$ cat config.mk
export PLATFORM = sky130hd
export DESIGN_NAME = tcce_out_stage
export DESIGN_NICKNAME = d
export VERILOG_FILES = /design/src/rtl/text_console_cell_engine_assert.svh /design/src/rtl/tcce_pkg.sv /design/src/rtl/tcce_out_stage.sv
export SDC_FILE = /design/constraint.sdc
export NUM_CORES = 1
export LEC_CHECK = 0
export BUFFER_PORTS_ARGS = -buffer_cell sky130_fd_sc_hd__buf_2
export CORE_ASPECT_RATIO = 1.2
export CORE_UTILIZATION = 55
export DETAILED_ROUTE_END_ITERATION = 10
export GPL_TIMING_DRIVEN = 0
export PLACE_DENSITY = 0.82
export SYNTH_ARGS = -nofsm -noshare
export SYNTH_HDL_FRONTEND = slang
export SYNTH_SLANG_ARGS = --single-unit
$ cat constraint.sdc
create_clock -name clk -period 2.95 [get_ports clk]
set_input_delay 0.295 -clock clk [delete_from_list [all_inputs] [get_ports clk]]
set_output_delay 0.295 -clock clk [all_outputs]
set_load 0.1 [all_outputs]
$ cat src/rtl/text_console_cell_engine_assert.svh
// assertion macros for the text console cell engine
`ifndef TEXT_CONSOLE_CELL_ENGINE_ASSERT_SVH
`define TEXT_CONSOLE_CELL_ENGINE_ASSERT_SVH

// same-cycle implication, clocked on clk, off while in reset
`define TCCE_ASSERT_IMP(label, ante, cons, msg) \
    label: assert property (@(posedge clk) disable iff (!rst_n) (ante) |-> (cons)) \
        else $error(msg);

// next-cycle implication, clocked on clk, off while in reset
`define TCCE_ASSERT_NXT(label, ante, cons, msg) \
    label: assert property (@(posedge clk) disable iff (!rst_n) (ante) |=> (cons)) \
        else $error(msg);

`endif

$ cat src/rtl/tcce_pkg.sv
// shared constants, types and address helpers of the text console cell engine
`timescale 1ns / 1ps

package tcce_pkg;

    localparam int COLUMNS      = 80;
    localparam int ROWS         = 25;
    localparam int TAB_SPACES   = 4;
    localparam int RESULT_LIMIT = 6;

    localparam int CELLS  = ROWS * COLUMNS;
    localparam int ADDR_W = $clog2(CELLS);
    localparam int CNT_W  = $clog2(CELLS + 1);
    localparam int REP_W  = $clog2(TAB_SPACES + 1);
    localparam int RCNT_W = $clog2(RESULT_LIMIT + 1);

    localparam int CMD_W   = 2;
    localparam int CHAR_W  = 8;
    localparam int ROW_W   = 5;
    localparam int COL_W   = 7;
    localparam int COLOR_W = 4;
    localparam int CELL_W  = CHAR_W + COLOR_W;
    localparam int IDX_W   = 2;
    localparam int CFG_W   = 5;

    localparam int IN_DATA_W  = 24;
    localparam int OUT_DATA_W = 24;

    localparam logic [CHAR_W-1:0] CHAR_NUL   = 8'h00;
    localparam logic [CHAR_W-1:0] CHAR_NL    = 8'h0A;
    localparam logic [CHAR_W-1:0] CHAR_TAB   = 8'h09;
    localparam logic [CHAR_W-1:0] CHAR_SPACE = 8'h20;

    localparam logic [COLOR_W-1:0] TEXT_COLOR_RST = 4'd15;
    localparam logic [ROW_W-1:0]   FIRST_ROW_RST  = 5'd0;
    localparam logic [ROW_W-1:0]   END_ROW_RST    = ROW_W'(ROWS);

    typedef enum logic [CMD_W-1:0] {
        CMD_PRINT = 2'd0,
        CMD_PUT   = 2'd1,
        CMD_READ  = 2'd2,
        CMD_CLEAR = 2'd3
    } cmd_t;

    typedef enum logic [1:0] {
        EVT_WRITE  = 2'd0,
        EVT_SCROLL = 2'd1,
        EVT_READ   = 2'd2,
        EVT_CLEAR  = 2'd3
    } evt_t;

    typedef enum logic [IDX_W-1:0] {
        REG_TEXT_COLOR = 2'd0,
        REG_FIRST_ROW  = 2'd1,
        REG_END_ROW    = 2'd2
    } reg_idx_t;

    typedef struct packed {
        logic [COLOR_W-1:0] text_color;
        logic [ROW_W-1:0]   first_row;
        logic [ROW_W-1:0]   end_row;
    } cfg_t;

    typedef struct packed {
        cmd_t               cmd;
        logic [CHAR_W-1:0]  ch;
        logic [ROW_W-1:0]   row;
        logic [COL_W-1:0]   col;
        logic [COLOR_W-1:0] color;
    } item_t;

    typedef struct packed {
        evt_t               evt;
        logic [ROW_W-1:0]   row;
        logic [COL_W-1:0]   col;
        logic [CHAR_W-1:0]  ch;
        logic [COLOR_W-1:0] color;
    } res_t;

    typedef struct packed {
        logic res_valid;
        logic cmd_done;
        res_t res;
    } emit_t;

    typedef struct packed {
        logic              we;
        logic [ADDR_W-1:0] waddr;
        logic [CELL_W-1:0] wdata;
        logic              re;
        logic [ADDR_W-1:0] raddr;
    } ram_req_t;

    function automatic logic row_ok(input logic [ROW_W-1:0] r);
        return 32'(r) < 32'(ROWS);
    endfunction

    function automatic logic col_ok(input logic [COL_W-1:0] c);
        return 32'(c) < 32'(COLUMNS);
    endfunction

    // end row limited to the store
    function automatic logic [ROW_W-1:0] end_lim(input logic [ROW_W-1:0] e);
        return row_ok(e) ? e : ROW_W'(ROWS);
    endfunction

    function automatic logic [CNT_W-1:0] row_base(input logic [ROW_W-1:0] r);
        return CNT_W'(32'(r) * COLUMNS);
    endfunction

    function automatic logic [CNT_W-1:0] cell_addr(input logic [ROW_W-1:0] r,
                                                   input logic [COL_W-1:0] c);
        return row_base(r) + CNT_W'(c);
    endfunction

endpackage

$ cat src/rtl/tcce_out_stage.sv
// result holding word, per-command limit, last marking and output register
`timescale 1ns / 1ps

module tcce_out_stage
(
    input  logic               clk,
    input  logic               rst_n,
    input  tcce_pkg::emit_t    emit,
    output logic               emit_ready,
    output logic               m_valid,
    input  logic               m_ready,
    output tcce_pkg::res_t     m_res,
    output logic               m_last
);
    import tcce_pkg::*;

    logic               ov_reg, ov_next;
    res_t               out_reg, out_next;
    logic               last_reg, last_next;
    logic               hold_valid_reg, hold_valid_next;
    res_t               hold_reg, hold_next;
    logic [RCNT_W-1:0]  cnt_reg, cnt_next;
    logic               slot_free;
    logic               push;
    logic               push_last;

    assign slot_free  = !ov_reg || m_ready;
    assign emit_ready = slot_free;

    always_comb
    begin
        hold_valid_next = hold_valid_reg;
        hold_next       = hold_reg;
        cnt_next        = cnt_reg;
        push            = 1'b0;
        push_last       = 1'b0;

        // a word leaves the holding stage only once the next one or the end is known
        if (emit.res_valid && (cnt_reg < RCNT_W'(RESULT_LIMIT)))
        begin
            push            = hold_valid_reg;
            hold_next       = emit.res;
            hold_valid_next = 1'b1;
            cnt_next        = cnt_reg + 1'b1;
        end
        if (emit.cmd_done)
        begin
            push            = hold_valid_reg;
            push_last       = 1'b1;
            hold_valid_next = 1'b0;
            cnt_next        = '0;
        end

        ov_next   = ov_reg;
        out_next  = out_reg;
        last_next = last_reg;
        if (push)
        begin
            ov_next   = 1'b1;
            out_next  = hold_reg;
            last_next = push_last;
        end
        else if (m_ready)
        begin
            ov_next = 1'b0;
        end
    end

    always_ff @(posedge clk or negedge rst_n)
    begin
        if (!rst_n)
        begin
            ov_reg         <= 1'b0;
            out_reg        <= '0;
            last_reg       <= 1'b0;
            hold_valid_reg <= 1'b0;
            hold_reg       <= '0;
            cnt_reg        <= '0;
        end
        else
        begin
            ov_reg         <= ov_next;
            out_reg        <= out_next;
            last_reg       <= last_next;
            hold_valid_reg <= hold_valid_next;
            hold_reg       <= hold_next;
            cnt_reg        <= cnt_next;
        end
    end

    assign m_valid = ov_reg;
    assign m_res   = out_reg;
    assign m_last  = last_reg;

endmodule

==> impl_metrics.py <==
metrics = {
    "finish": {
        "area_delta_synth_final_pct": 24.15,
        "multi_input_area_um2": 784.5,
        "seqCellArea_mm2": 0.001451,
        "antenna-diode-count": 0,
        "fin_nets": 234,
        "final_area_mm2": 0.002836,
        "n_fill_cell": 277,
        "drive_gt1_frac": 0.6439,
    },
    "floorplanning": {
        "die_h_um": 72.60,
        "start_util": 0.5751,
        "dieWidth_um": 60.84,
        "core_mm2": 0.003973,
        "boundaryPins": 60,
        "die_area_mm2": 0.004417,
        "rows": 25,
    },
    "drt": {
        "vias": 1316,
        "wl_per_cell_um": 15.48,
        "route.detailed.drc": 0,
        "drt_iter0_markers": 33,
        "wirelength_um": 4010,
        "antenna_left": 0,
        "firstDrtPassIters": 4,
        "via_per_inst": 5.081,
    },
    "power": {
        "power_density_mw_per_mm2": 941.5,
        "p_leak_nw": 1.407,
        "power_mw": 2.671,
        "ir_worst_vdd_uv": 549.5,
    },
    "sta": {
        "rsz0062_at_grt": "false",
        "hold_violations": 0,
        "min_period_over_period": 0.5157,
        "min_period_ns": 1.521,
        "fmax_mhz": 657.3,
        "tns_ns": 0,
        "hold_slack_ns": 0.01147,
        "finalWorstSetupSlack_ns": 1.429,
        "tightest_slew_ns": 0.7006,
        "slew_violations": 0,
        "fin_skew_ns": 0.008193,
        "finalSetupViolations": 0,
        "slew_headroom": 0.5329,
    },
    "cts": {
        "insertion_delay_ns": 0.32,
        "cts-root-buf": "clkbuf_8",
        "cts.sinks": 58,
        "cts_hold_buf": 0,
        "cts_tree": "yes",
        "post_cts_resized": 0,
        "postCtsSetupRepairBufs": 0,
        "cts_buffers": 9,
        "clk_pin_slew_worst_paths_ns": 0.06,
        "htreeDepth": 3,
        "clock_path_buffers": 2,
    },
    "synthesis": {
        "yosysSeqAreaShare": 0.6353,
        "synth_seq_cells": 58,
        "syn_avg_cell_area_um2": 17.18,
        "synth_area_mm2": 0.002285,
        "syn_inst": 133,
        "ys.warnings.count": 0,
        "ys_types": 17,
        "syn-num-nets": 165,
    },
    "placement": {
        "dpl-instance-area_mm2": 0.002643,
        "io_buffers": 58,
        "pre_cts_ws_ns": 1.368,
        "hpwl_um": 2769,
        "gp_congestion": 0.6789,
    },
    "global_route": {
        "grt_antenna_before_repair": 0,
        "grt.total_usage": 0.2071,
        "grt_max_degree": 59,
        "grt_pass1_vias": 1396,
        "grt-ovfl-total": 0,
        "grt_pass1_wl_um": 6375,
    },
    "worst_setup_path": {
        "startpoint_type": "flop",
        "slowest_delay_ns": 0.41,
        "critPathCaptureType": "flop",
        "critical_path_class": "flop to flop",
        "critical_path.max_fanout": 10,
        "required_ns": 3.15,
        "path_cells": "a21boi_4 > o21ai_4 > buf_8 > mux2_4",
        "cpMaxStageDelayCell": "dfrtp_1",
        "critPathArrivalTime_ns": 1.73,
    },
    "run_status": {
        "status": "complete, no violations",
    },
    "job": {
        "drv_cap": 0,
    },
    "min_path": {
        "min_path_type": "input port to async pin",
    },
}
==> kinds of logic after synthesis <==
logic type      count (synthesis)  share of synthesized area
flops                          58                     0.6353
mux                            53                     0.2919
simple gates                    9                    0.01698
buf+inv                         6                    0.02136
compound gates                  5                    0.02519
xor+xnor                        1                   0.003834
fa+ha+maj                       1                   0.005476
==> cell type report <==
type,count,share of cell area
Timing Repair Buffer,58,0.1032
Sequential cell,58,0.5117
Buffer,6,0.01720
Tap cell,54,0.02382
Multi-Input combinational cell,69,0.2766
Clock inverter,3,0.01412
Clock buffer,11,0.05337
==> through the flow <==
| step | instances | util |
|---|---|---|
| floorplan | 133 | - |
| global placement | 245 | 0.6652 |
| detailed placement | 245 | 0.6652 |
| CTS | 259 | 0.7134 |
| global route | 259 | 0.7140 |
| finish | 259 | 0.7140 |
==> worst paths after layout <==
check                                  startpoint                  endpoint  slack, ns  cells past startpoint
setup reg to reg           cnt_reg[1]$_DFFE_PN0P_     m_res[11]$_DFFE_PN0P_       1.43                      4
min in group clk                         emit[23]  hold_reg[23]$_DFFE_PN0P_       0.20                      2
hold reg to reg               m_valid$_DFFE_PN0P_       m_valid$_DFFE_PN0P_       0.50                      2
hold / removal                              rst_n  hold_reg[16]$_DFFE_PN0P_       0.01                      1
max in group asynchronous                   rst_n     m_res[17]$_DFFE_PN0P_       2.46                      1
setup / recovery           cnt_reg[1]$_DFFE_PN0P_     m_res[11]$_DFFE_PN0P_       1.43                      4
==> layer usage <==
| metal | share of wire | GRT usage | vias to the layer above | routed length, µm |
|---|---|---|---|---|
| met3 | 0.062 | 0.07979 | 5 | 248 |
| met4 | 0.013 | 0.08333 | 0 | 52 |
| met1 | 0.41 | 0.2379 | 662 | 1642 |
| li1 | - | - | 602 | - |
| met5 | 0 | 0 | - | 0 |
| met2 | 0.52 | 0.3431 | 47 | 2067 |
==> power breakdown <==
part           switching, mW  internal (mW)
Clock                  0.274          0.423
Combinational          0.765          0.217
Sequential            0.0702          0.921
==> Yosys cell counts <==
cell	count	area, µm²
buf_8	2	30.03
a22o_1	1	8.760
nand2_1	2	7.510
xnor2_1	1	8.760
ha_1	1	12.51
mux2_4	19	285.3
nand2b_1	2	12.51
o21ai_4	1	16.27
buf_2	3	15.01
clkbuf_1	1	3.750
a31o_2	1	8.760
a21oi_1	1	5.000
a21boi_4	1	18.77
mux2i_1	1	10.01
nor2_1	5	18.77
dfrtp_1	58	1451
mux2_2	33	371.6
==> worst max-delay path: cells and delay by family (launching register included) <==
kind            cells  cell delay [ns]
mux                 1             0.32
flops               1             0.41
buf+inv             1             0.22
compound gates      2             0.44
==> placed cells by master (no fill, tap or decap), drive strengths merged <==
cell	count
a21boi	1
a21oi	1
a22o	1
a31o	1
buf	63
bufinv	1
clkbuf	12
clkinv	2
dfrtp	58
ha	1
mux2	52
mux2i	1
nand2	2
nand2b	2
nor2	5
o21ai	1
xnor2	1
(Power assumes the default switching activity.)
