## config.mk

```make
export PLATFORM = sky130hd
export DESIGN_NAME = tcce_seq
export DESIGN_NICKNAME = d
export VERILOG_FILES = /design/src/rtl/text_console_cell_engine_assert.svh /design/src/rtl/tcce_pkg.sv /design/src/rtl/tcce_seq.sv
export SDC_FILE = /design/constraint.sdc
export NUM_CORES = 1
export LEC_CHECK = 0
export BUFFER_PORTS_ARGS = -buffer_cell sky130_fd_sc_hd__buf_2
export CORE_UTILIZATION = 63
export CTS_CLUSTER_SIZE = 10
export DETAILED_ROUTE_END_ITERATION = 10
export GPL_TIMING_DRIVEN = 1
export PLACE_DENSITY = 0.88
export SLEW_MARGIN = 25
export SYNTH_ARGS = -nofsm -noshare
export SYNTH_HDL_FRONTEND = slang
export SYNTH_SLANG_ARGS = --single-unit
```

## constraint.sdc

```tcl
create_clock -name clk -period 5.08 [get_ports clk]
set_input_delay 0.762 -clock clk [delete_from_list [all_inputs] [get_ports clk]]
set_output_delay 0.762 -clock clk [all_outputs]
set_load 0.1 [all_outputs]
```

## src/rtl/text_console_cell_engine_assert.svh

```systemverilog
// assertion macros for the text console cell engine
`ifndef TEXT_CONSOLE_CELL_ENGINE_ASSERT_SVH
`define TEXT_CONSOLE_CELL_ENGINE_ASSERT_SVH

// same-cycle implication, clocked on clk, off while in reset
`define TCCE_ASSERT_IMP(label, ante, cons, msg) \
    label: assert property (@(posedge clk) disable iff (!rst_n) (ante) |-> (cons)) \
        else $error(msg);

// next-cycle implication, clocked on clk, off while in reset
`define TCCE_ASSERT_NXT(label, ante, cons, msg) \
    label: assert property (@(posedge clk) disable iff (!rst_n) (ante) |=> (cons)) \
        else $error(msg);

`endif

```

## src/rtl/tcce_pkg.sv

```systemverilog
// shared constants, types and address helpers of the text console cell engine
`timescale 1ns / 1ps

package tcce_pkg;

    localparam int COLUMNS      = 80;
    localparam int ROWS         = 25;
    localparam int TAB_SPACES   = 4;
    localparam int RESULT_LIMIT = 6;

    localparam int CELLS  = ROWS * COLUMNS;
    localparam int ADDR_W = $clog2(CELLS);
    localparam int CNT_W  = $clog2(CELLS + 1);
    localparam int REP_W  = $clog2(TAB_SPACES + 1);
    localparam int RCNT_W = $clog2(RESULT_LIMIT + 1);

    localparam int CMD_W   = 2;
    localparam int CHAR_W  = 8;
    localparam int ROW_W   = 5;
    localparam int COL_W   = 7;
    localparam int COLOR_W = 4;
    localparam int CELL_W  = CHAR_W + COLOR_W;
    localparam int IDX_W   = 2;
    localparam int CFG_W   = 5;

    localparam int IN_DATA_W  = 24;
    localparam int OUT_DATA_W = 24;

    localparam logic [CHAR_W-1:0] CHAR_NUL   = 8'h00;
    localparam logic [CHAR_W-1:0] CHAR_NL    = 8'h0A;
    localparam logic [CHAR_W-1:0] CHAR_TAB   = 8'h09;
    localparam logic [CHAR_W-1:0] CHAR_SPACE = 8'h20;

    localparam logic [COLOR_W-1:0] TEXT_COLOR_RST = 4'd15;
    localparam logic [ROW_W-1:0]   FIRST_ROW_RST  = 5'd0;
    localparam logic [ROW_W-1:0]   END_ROW_RST    = ROW_W'(ROWS);

    typedef enum logic [CMD_W-1:0] {
        CMD_PRINT = 2'd0,
        CMD_PUT   = 2'd1,
        CMD_READ  = 2'd2,
        CMD_CLEAR = 2'd3
    } cmd_t;

    typedef enum logic [1:0] {
        EVT_WRITE  = 2'd0,
        EVT_SCROLL = 2'd1,
        EVT_READ   = 2'd2,
        EVT_CLEAR  = 2'd3
    } evt_t;

    typedef enum logic [IDX_W-1:0] {
        REG_TEXT_COLOR = 2'd0,
        REG_FIRST_ROW  = 2'd1,
        REG_END_ROW    = 2'd2
    } reg_idx_t;

    typedef struct packed {
        logic [COLOR_W-1:0] text_color;
        logic [ROW_W-1:0]   first_row;
        logic [ROW_W-1:0]   end_row;
    } cfg_t;

    typedef struct packed {
        cmd_t               cmd;
        logic [CHAR_W-1:0]  ch;
        logic [ROW_W-1:0]   row;
        logic [COL_W-1:0]   col;
        logic [COLOR_W-1:0] color;
    } item_t;

    typedef struct packed {
        evt_t               evt;
        logic [ROW_W-1:0]   row;
        logic [COL_W-1:0]   col;
        logic [CHAR_W-1:0]  ch;
        logic [COLOR_W-1:0] color;
    } res_t;

    typedef struct packed {
        logic res_valid;
        logic cmd_done;
        res_t res;
    } emit_t;

    typedef struct packed {
        logic              we;
        logic [ADDR_W-1:0] waddr;
        logic [CELL_W-1:0] wdata;
        logic              re;
        logic [ADDR_W-1:0] raddr;
    } ram_req_t;

    function automatic logic row_ok(input logic [ROW_W-1:0] r);
        return 32'(r) < 32'(ROWS);
    endfunction

    function automatic logic col_ok(input logic [COL_W-1:0] c);
        return 32'(c) < 32'(COLUMNS);
    endfunction

    // end row limited to the store
    function automatic logic [ROW_W-1:0] end_lim(input logic [ROW_W-1:0] e);
        return row_ok(e) ? e : ROW_W'(ROWS);
    endfunction

    function automatic logic [CNT_W-1:0] row_base(input logic [ROW_W-1:0] r);
        return CNT_W'(32'(r) * COLUMNS);
    endfunction

    function automatic logic [CNT_W-1:0] cell_addr(input logic [ROW_W-1:0] r,
                                                   input logic [COL_W-1:0] c);
        return row_base(r) + CNT_W'(c);
    endfunction

endpackage

```

## src/rtl/tcce_seq.sv

```systemverilog
// command sequencer: cursor, print, scroll, clear and cell access over the store
`timescale 1ns / 1ps

module tcce_seq
(
    input  logic                          clk,
    input  logic                          rst_n,
    input  logic                          s_valid,
    output logic                          s_ready,
    input  tcce_pkg::item_t               item,
    input  tcce_pkg::cfg_t                cfg,
    output tcce_pkg::emit_t               emit,
    input  logic                          emit_ready,
    output tcce_pkg::ram_req_t            ram,
    input  logic [tcce_pkg::CELL_W-1:0]   ram_rdata
);
    import tcce_pkg::*;

    typedef enum logic [3:0] {
        S_FILL,
        S_IDLE,
        S_PRINT,
        S_PUT,
        S_RD_REQ,
        S_RD_DATA,
        S_SCR_COPY,
        S_SCR_CLR,
        S_SCR_EMIT,
        S_CLR_EMIT,
        S_DONE
    } state_t;

    state_t              state_reg, state_next;
    state_t              ret_reg, ret_next;
    logic [CNT_W-1:0]    addr_reg, addr_next;
    logic [CNT_W-1:0]    stop_reg, stop_next;
    logic [ADDR_W-1:0]   waddr_reg, waddr_next;
    logic                wpend_reg, wpend_next;
    logic [ROW_W-1:0]    line_reg, line_next;
    logic [COL_W-1:0]    col_reg, col_next;
    logic [CHAR_W-1:0]   ch_reg, ch_next;
    logic [REP_W-1:0]    rep_reg, rep_next;
    logic [ROW_W-1:0]    irow_reg, irow_next;
    logic [COL_W-1:0]    icol_reg, icol_next;
    logic [COLOR_W-1:0]  icolor_reg, icolor_next;

    logic [ROW_W-1:0]    e_lim;
    logic [ROW_W-1:0]    bot_row;
    logic [CNT_W-1:0]    src_addr;
    logic [CNT_W-1:0]    cur_addr;
    logic [CNT_W-1:0]    put_addr;
    logic [COL_W-1:0]    col_inc;
    logic                cur_in;
    logic                item_in;

    assign e_lim    = end_lim(cfg.end_row);
    assign bot_row  = cfg.end_row - 5'd1;
    assign src_addr = addr_reg + CNT_W'(COLUMNS);
    assign cur_addr = cell_addr(line_reg, col_reg);
    assign put_addr = cell_addr(irow_reg, icol_reg);
    assign col_inc  = col_reg + 7'd1;
    assign cur_in   = row_ok(line_reg) && col_ok(col_reg);
    assign item_in  = row_ok(irow_reg) && col_ok(icol_reg);
    assign s_ready  = (state_reg == S_IDLE);

    always_comb
    begin
        state_next  = state_reg;
        ret_next    = ret_reg;
        addr_next   = addr_reg;
        stop_next   = stop_reg;
        waddr_next  = waddr_reg;
        wpend_next  = wpend_reg;
        line_next   = line_reg;
        col_next    = col_reg;
        ch_next     = ch_reg;
        rep_next    = rep_reg;
        irow_next   = irow_reg;
        icol_next   = icol_reg;
        icolor_next = icolor_reg;
        emit        = '0;
        ram         = '0;

        unique case (state_reg)
            S_FILL:
            begin
                if (addr_reg < stop_reg)
                begin
                    ram.we    = 1'b1;
                    ram.waddr = addr_reg[ADDR_W-1:0];
                    ram.wdata = '0;
                    addr_next = addr_reg + 1'b1;
                end
                else
                begin
                    state_next = ret_reg;
                end
            end

            S_IDLE:
            begin
                if (s_valid)
                begin
                    irow_next   = item.row;
                    icol_next   = item.col;
                    icolor_next = item.color;
                    ch_next     = item.ch;
                    rep_next    = '0;
                    unique case (item.cmd)
                        CMD_PRINT:
                        begin
                            if (item.ch == CHAR_NUL)
                            begin
                                state_next = S_DONE;
                            end
                            else
                            begin
                                if (item.ch == CHAR_TAB)
                                begin
                                    ch_next  = CHAR_SPACE;
                                    rep_next = REP_W'(TAB_SPACES - 1);
                                end
                                state_next = S_PRINT;
                            end
                        end
                        CMD_PUT:
                        begin
                            if (item.ch != CHAR_NUL && row_ok(item.row) && col_ok(item.col))
                            begin
                                state_next = S_PUT;
                            end
                            else
                            begin
                                state_next = S_DONE;
                            end
                        end
                        CMD_READ:
                        begin
                            state_next = S_RD_REQ;
                        end
                        CMD_CLEAR:
                        begin
                            if (cfg.first_row < e_lim)
                            begin
                                addr_next = row_base(cfg.first_row);
                                stop_next = row_base(e_lim);
                            end
                            else
                            begin
                                addr_next = '0;
                                stop_next = '0;
                            end
                            ret_next   = S_CLR_EMIT;
                            state_next = S_FILL;
                        end
                    endcase
                end
            end

            S_PRINT:
            begin
                if (line_reg == cfg.end_row)
                begin
                    // pending scroll: copy usable rows up by one
                    if (({1'b0, cfg.first_row} + 6'd1) < {1'b0, e_lim})
                    begin
                        addr_next = row_base(cfg.first_row);
                        stop_next = row_base(e_lim - 5'd1);
                    end
                    else
                    begin
                        addr_next = '0;
                        stop_next = '0;
                    end
                    wpend_next = 1'b0;
                    state_next = S_SCR_COPY;
                end
                else if (ch_reg == CHAR_NL)
                begin
                    line_next  = line_reg + 5'd1;
                    col_next   = '0;
                    state_next = S_DONE;
                end
                else if (emit_ready)
                begin
                    if (cur_in)
                    begin
                        ram.we    = 1'b1;
                        ram.waddr = cur_addr[ADDR_W-1:0];
                        ram.wdata = {cfg.text_color, ch_reg};
                    end
                    emit.res_valid = 1'b1;
                    emit.res.evt   = EVT_WRITE;
                    emit.res.row   = line_reg;
                    emit.res.col   = col_reg;
                    emit.res.ch    = ch_reg;
                    emit.res.color = cfg.text_color;
                    if (col_ok(col_inc))
                    begin
                        col_next = col_inc;
                    end
                    else
                    begin
                        line_next = line_reg + 5'd1;
                        col_next  = '0;
                    end
                    if (rep_reg != '0)
                    begin
                        rep_next = rep_reg - 1'b1;
                    end
                    else
                    begin
                        state_next = S_DONE;
                    end
                end
            end

            S_SCR_COPY:
            begin
                if (wpend_reg)
                begin
                    ram.we    = 1'b1;
                    ram.waddr = waddr_reg;
                    ram.wdata = ram_rdata;
                end
                if (addr_reg < stop_reg)
                begin
                    ram.re     = 1'b1;
                    ram.raddr  = src_addr[ADDR_W-1:0];
                    waddr_next = addr_reg[ADDR_W-1:0];
                    wpend_next = 1'b1;
                    addr_next  = addr_reg + 1'b1;
                end
                else
                begin
                    wpend_next = 1'b0;
                    state_next = S_SCR_CLR;
                end
            end

            S_SCR_CLR:
            begin
                line_next = bot_row;
                if (row_ok(bot_row))
                begin
                    addr_next = row_base(bot_row);
                    stop_next = row_base(bot_row) + CNT_W'(COLUMNS);
                end
                else
                begin
                    addr_next = '0;
                    stop_next = '0;
                end
                ret_next   = S_SCR_EMIT;
                state_next = S_FILL;
            end

            S_SCR_EMIT:
            begin
                if (emit_ready)
                begin
                    emit.res_valid = 1'b1;
                    emit.res.evt   = EVT_SCROLL;
                    emit.res.row   = line_reg;
                    state_next     = S_PRINT;
                end
            end

            S_PUT:
            begin
                if (emit_ready)
                begin
                    ram.we         = 1'b1;
                    ram.waddr      = put_addr[ADDR_W-1:0];
                    ram.wdata      = {icolor_reg, ch_reg};
                    emit.res_valid = 1'b1;
                    emit.res.evt   = EVT_WRITE;
                    emit.res.row   = irow_reg;
                    emit.res.col   = icol_reg;
                    emit.res.ch    = ch_reg;
                    emit.res.color = icolor_reg;
                    state_next     = S_DONE;
                end
            end

            S_RD_REQ:
            begin
                if (item_in)
                begin
                    ram.re    = 1'b1;
                    ram.raddr = put_addr[ADDR_W-1:0];
                end
                state_next = S_RD_DATA;
            end

            S_RD_DATA:
            begin
                if (emit_ready)
                begin
                    emit.res_valid = 1'b1;
                    emit.res.evt   = EVT_READ;
                    emit.res.row   = irow_reg;
                    emit.res.col   = icol_reg;
                    if (item_in)
                    begin
                        emit.res.ch    = ram_rdata[CHAR_W-1:0];
                        emit.res.color = ram_rdata[CELL_W-1:CHAR_W];
                    end
                    state_next = S_DONE;
                end
            end

            S_CLR_EMIT:
            begin
                if (emit_ready)
                begin
                    line_next      = cfg.first_row;
                    emit.res_valid = 1'b1;
                    emit.res.evt   = EVT_CLEAR;
                    state_next     = S_DONE;
                end
            end

            S_DONE:
            begin
                if (emit_ready)
                begin
                    emit.cmd_done = 1'b1;
                    state_next    = S_IDLE;
                end
            end

            default:
            begin
                state_next = S_IDLE;
            end
        endcase
    end

    always_ff @(posedge clk or negedge rst_n)
    begin
        if (!rst_n)
        begin
            state_reg  <= S_FILL;
            ret_reg    <= S_IDLE;
            addr_reg   <= '0;
            stop_reg   <= CNT_W'(CELLS);
            waddr_reg  <= '0;
            wpend_reg  <= 1'b0;
            line_reg   <= FIRST_ROW_RST;
            col_reg    <= '0;
            ch_reg     <= '0;
            rep_reg    <= '0;
            irow_reg   <= '0;
            icol_reg   <= '0;
            icolor_reg <= '0;
        end
        else
        begin
            state_reg  <= state_next;
            ret_reg    <= ret_next;
            addr_reg   <= addr_next;
            stop_reg   <= stop_next;
            waddr_reg  <= waddr_next;
            wpend_reg  <= wpend_next;
            line_reg   <= line_next;
            col_reg    <= col_next;
            ch_reg     <= ch_next;
            rep_reg    <= rep_next;
            irow_reg   <= irow_next;
            icol_reg   <= icol_next;
            icolor_reg <= icolor_next;
        end
    end

endmodule

```

==> flow_summary.ini <==
[outcome]
status = finished clean

[logic_synthesis]
synthCells = 836
synth_flop_cell = dfrtp_1
avgSynthCellArea_sq_um = 8.43
synth.distinct_cells = 80
async_flop_share_pct = 100
syn_area_sq_um = 7040
syn_nets = 963
ys_ff_latch = 75
synth_edf_count = 0
ys_seq_area_share_pct = 26.8
ys.warnings.count = 0

[place]
routabilityCongestion = 0.959
portBuffers = 120
post-dp-hpwl_um = 15100
dpl_cell_area_sq_um = 7640

[timing]
grt_setup_unrepaired = false
setup_viol = 0
tightest_slew_ps = 1060
finClkSkew_ps = 12.0
period_needed_ps = 4360
slew_headroom_pct = 29.2
tns_ps = 0
maxSlewViolCount = 0
hold_viol_final = 0
min_period_over_period_pct = 85.8
timing.fmax_mhz = 230

[route]
route.vias.total = 7019
firstDrtPassIters = 6
viasPerCell = 6.59
drt_wl_total_um = 20300
postRouteAntennaNets = 0
routed_wire_length_per_instance_um = 19.1
drc = 0
drtIter0Drc = 1050

[global_routing]
grt_pass1_vias = 6602
track_usage_pct = 36.1
antenna_found_initial = 0
grt-ovfl-total = 0
grt_start_max_net_pins = 76
grt_pass1_wl_um = 32500

[clock_network]
clockBufferDepth = 2
cts_setup_buffers = 0
cts_tree = yes
cts_buffers = 9
path_clk_slew_ps = 90
cts.sinks = 75
insertion_delay_ps = 370
hold_buffers = 0
htree_levels = 3
cts_root_buf = clkbuf_8
cts_resized = 0

[setup_path]
path_max_fanout = 25
cp_top_family = simple AND/OR/NAND/NOR gates
setup.worst_path.class = reg2out
crit_buf_inv = 1
worstPathArrival_ps = 3590
startpoint_type = flip-flop
crit_path_top_delay_cell = or4b_1
path_cells = or4b_1, a21o_1, nor2_2, a222oi_1, nand2_1, buf_2
max_stage_delay_ps = 830
required_ps = 4320
end_kind = output pin

[floorplanning]
core_sq_um = 10900
start_util_pct = 64.7
fp.dieH_um = 108
dieArea_sq_um = 11600
std_cell_rows = 38
pin_count = 121
die_w_um = 108

[cells_and_area]
layout_commonest_cell = nand2_1
drive_gt1_share_pct = 20.4
n_antenna_cell = 0
final_area_sq_um = 7860
finalNetCount = 1047
regArea_sq_um = 1890
multi_input_area_sq_um = 4720
most-common-layout-cells = 143 x nand2_1, 119 x buf_2, 68 x dfrtp_1, 63 x ha_1, 51 x inv_1
area_growth_syn_to_layout_pct = 11.6
fillCellCount = 821

[pwr]
power.density_nw_per_um2 = 690
p_leak_nw = 3.93
peakVddDrop_mv = 0.649

[job]
cap_violations = 0

[hold_path]
worstHoldPathType = reg2reg
[stage by stage]
step,power (mW),instances,setup slack [ps],hold WS [ps],util [%]
finish,5.42,1065,723,481,72.2
global route,5.74,1065,535,498,72.2
floorplan,4.05,836,230,450,-
CTS,5.35,1065,806,486,72.2
detailed placement,4.80,1049,1210,473,70.2
global placement,4.72,1049,1280,466,70.2
[tightest hold or removal path: stages, from the launching register on]
cell     delay [ps]
dfstp_2         380
nand2_1          40
o21ai_0          60
[final cells by class]
| class | count | area share [%] |
|---|---|---|
| clock buffer | 10 | 1.62 |
| clock inverter | 6 | 1.13 |
| inverter | 52 | 2.48 |
| multi-input combinational | 654 | 60.1 |
| sequential | 75 | 24.0 |
| tap | 140 | 2.23 |
| timing repair buffer | 128 | 8.44 |
[layer usage]
metal  share of wire (%)  GRT usage (%)
met1                  41           47.9
met2                  46           57.5
met3                  10           7.69
met4                 2.6           13.4
met5                   0              0
[power breakdown]
group | internal, mW | total, mW | switching, mW
Combinational | 1.13 | 3.63 | 2.50
Clock | 0.278 | 0.526 | 0.248
Sequential | 0.869 | 1.27 | 0.400
[final timing paths]
check | from | to | slack, ps | depth (start not counted)
max in group asynchronous | rst_n | line_reg[4] | 3920 | 1
hold / removal | stop_reg[7] | stop_reg[7] | 480 | 2
hold reg to reg | stop_reg[7] | stop_reg[7] | 480 | 2
setup / recovery | state_reg[0] | ram[24] | 720 | 6
setup reg to reg | state_reg[0] | addr_reg[10] | 2110 | 7
min in group asynchronous | rst_n | icol_reg[1] | 550 | 1
[cell usage after synthesis (5+ instances only)]
| cell type | instances | area, sq um |
|---|---|---|
| nand2_1 | 143 | 537 |
| dfrtp_1 | 68 | 1700 |
| ha_1 | 63 | 788 |
| inv_1 | 51 | 191 |
| clkbuf_1 | 44 | 165 |
| o21ai_0 | 40 | 200 |
| nor2_1 | 38 | 143 |
| xor2_1 | 33 | 289 |
| a21oi_1 | 32 | 160 |
| xnor2_1 | 32 | 280 |
| a22o_1 | 29 | 254 |
| nand3_1 | 23 | 115 |
| a222oi_1 | 20 | 200 |
| mux2_2 | 20 | 225 |
| a21o_1 | 15 | 113 |
| a22oi_1 | 12 | 90.1 |
| and3_1 | 11 | 68.8 |
| fa_1 | 8 | 160 |
| nor2b_1 | 8 | 50.1 |
| nor3_1 | 8 | 40.0 |
| a221oi_1 | 7 | 61.3 |
| dfstp_2 | 7 | 184 |
| and2_1 | 6 | 37.5 |
| a211oi_1 | 5 | 37.5 |
| buf_2 | 5 | 25.0 |
| nand4_1 | 5 | 31.3 |
| nor4_1 | 5 | 31.3 |
| o21ai_1 | 5 | 25.0 |
| o22ai_1 | 5 | 31.3 |
[cells by family (layout without fill, tap and decap cells)]
family | Yosys count | count (layout) | synth area share [%]
AND/OR/NAND/NOR | 278 | 278 | 18.8
AO/OA/AOI/OAI | 214 | 214 | 22.7
buffers and inverters | 107 | 196 | 6.18
flip-flops | 75 | 75 | 26.8
adder cells (fa/ha/maj) | 73 | 73 | 13.7
XOR/XNOR | 65 | 65 | 8.08
multiplexers | 24 | 24 | 3.77
Power figures use the tool's default switching activity.
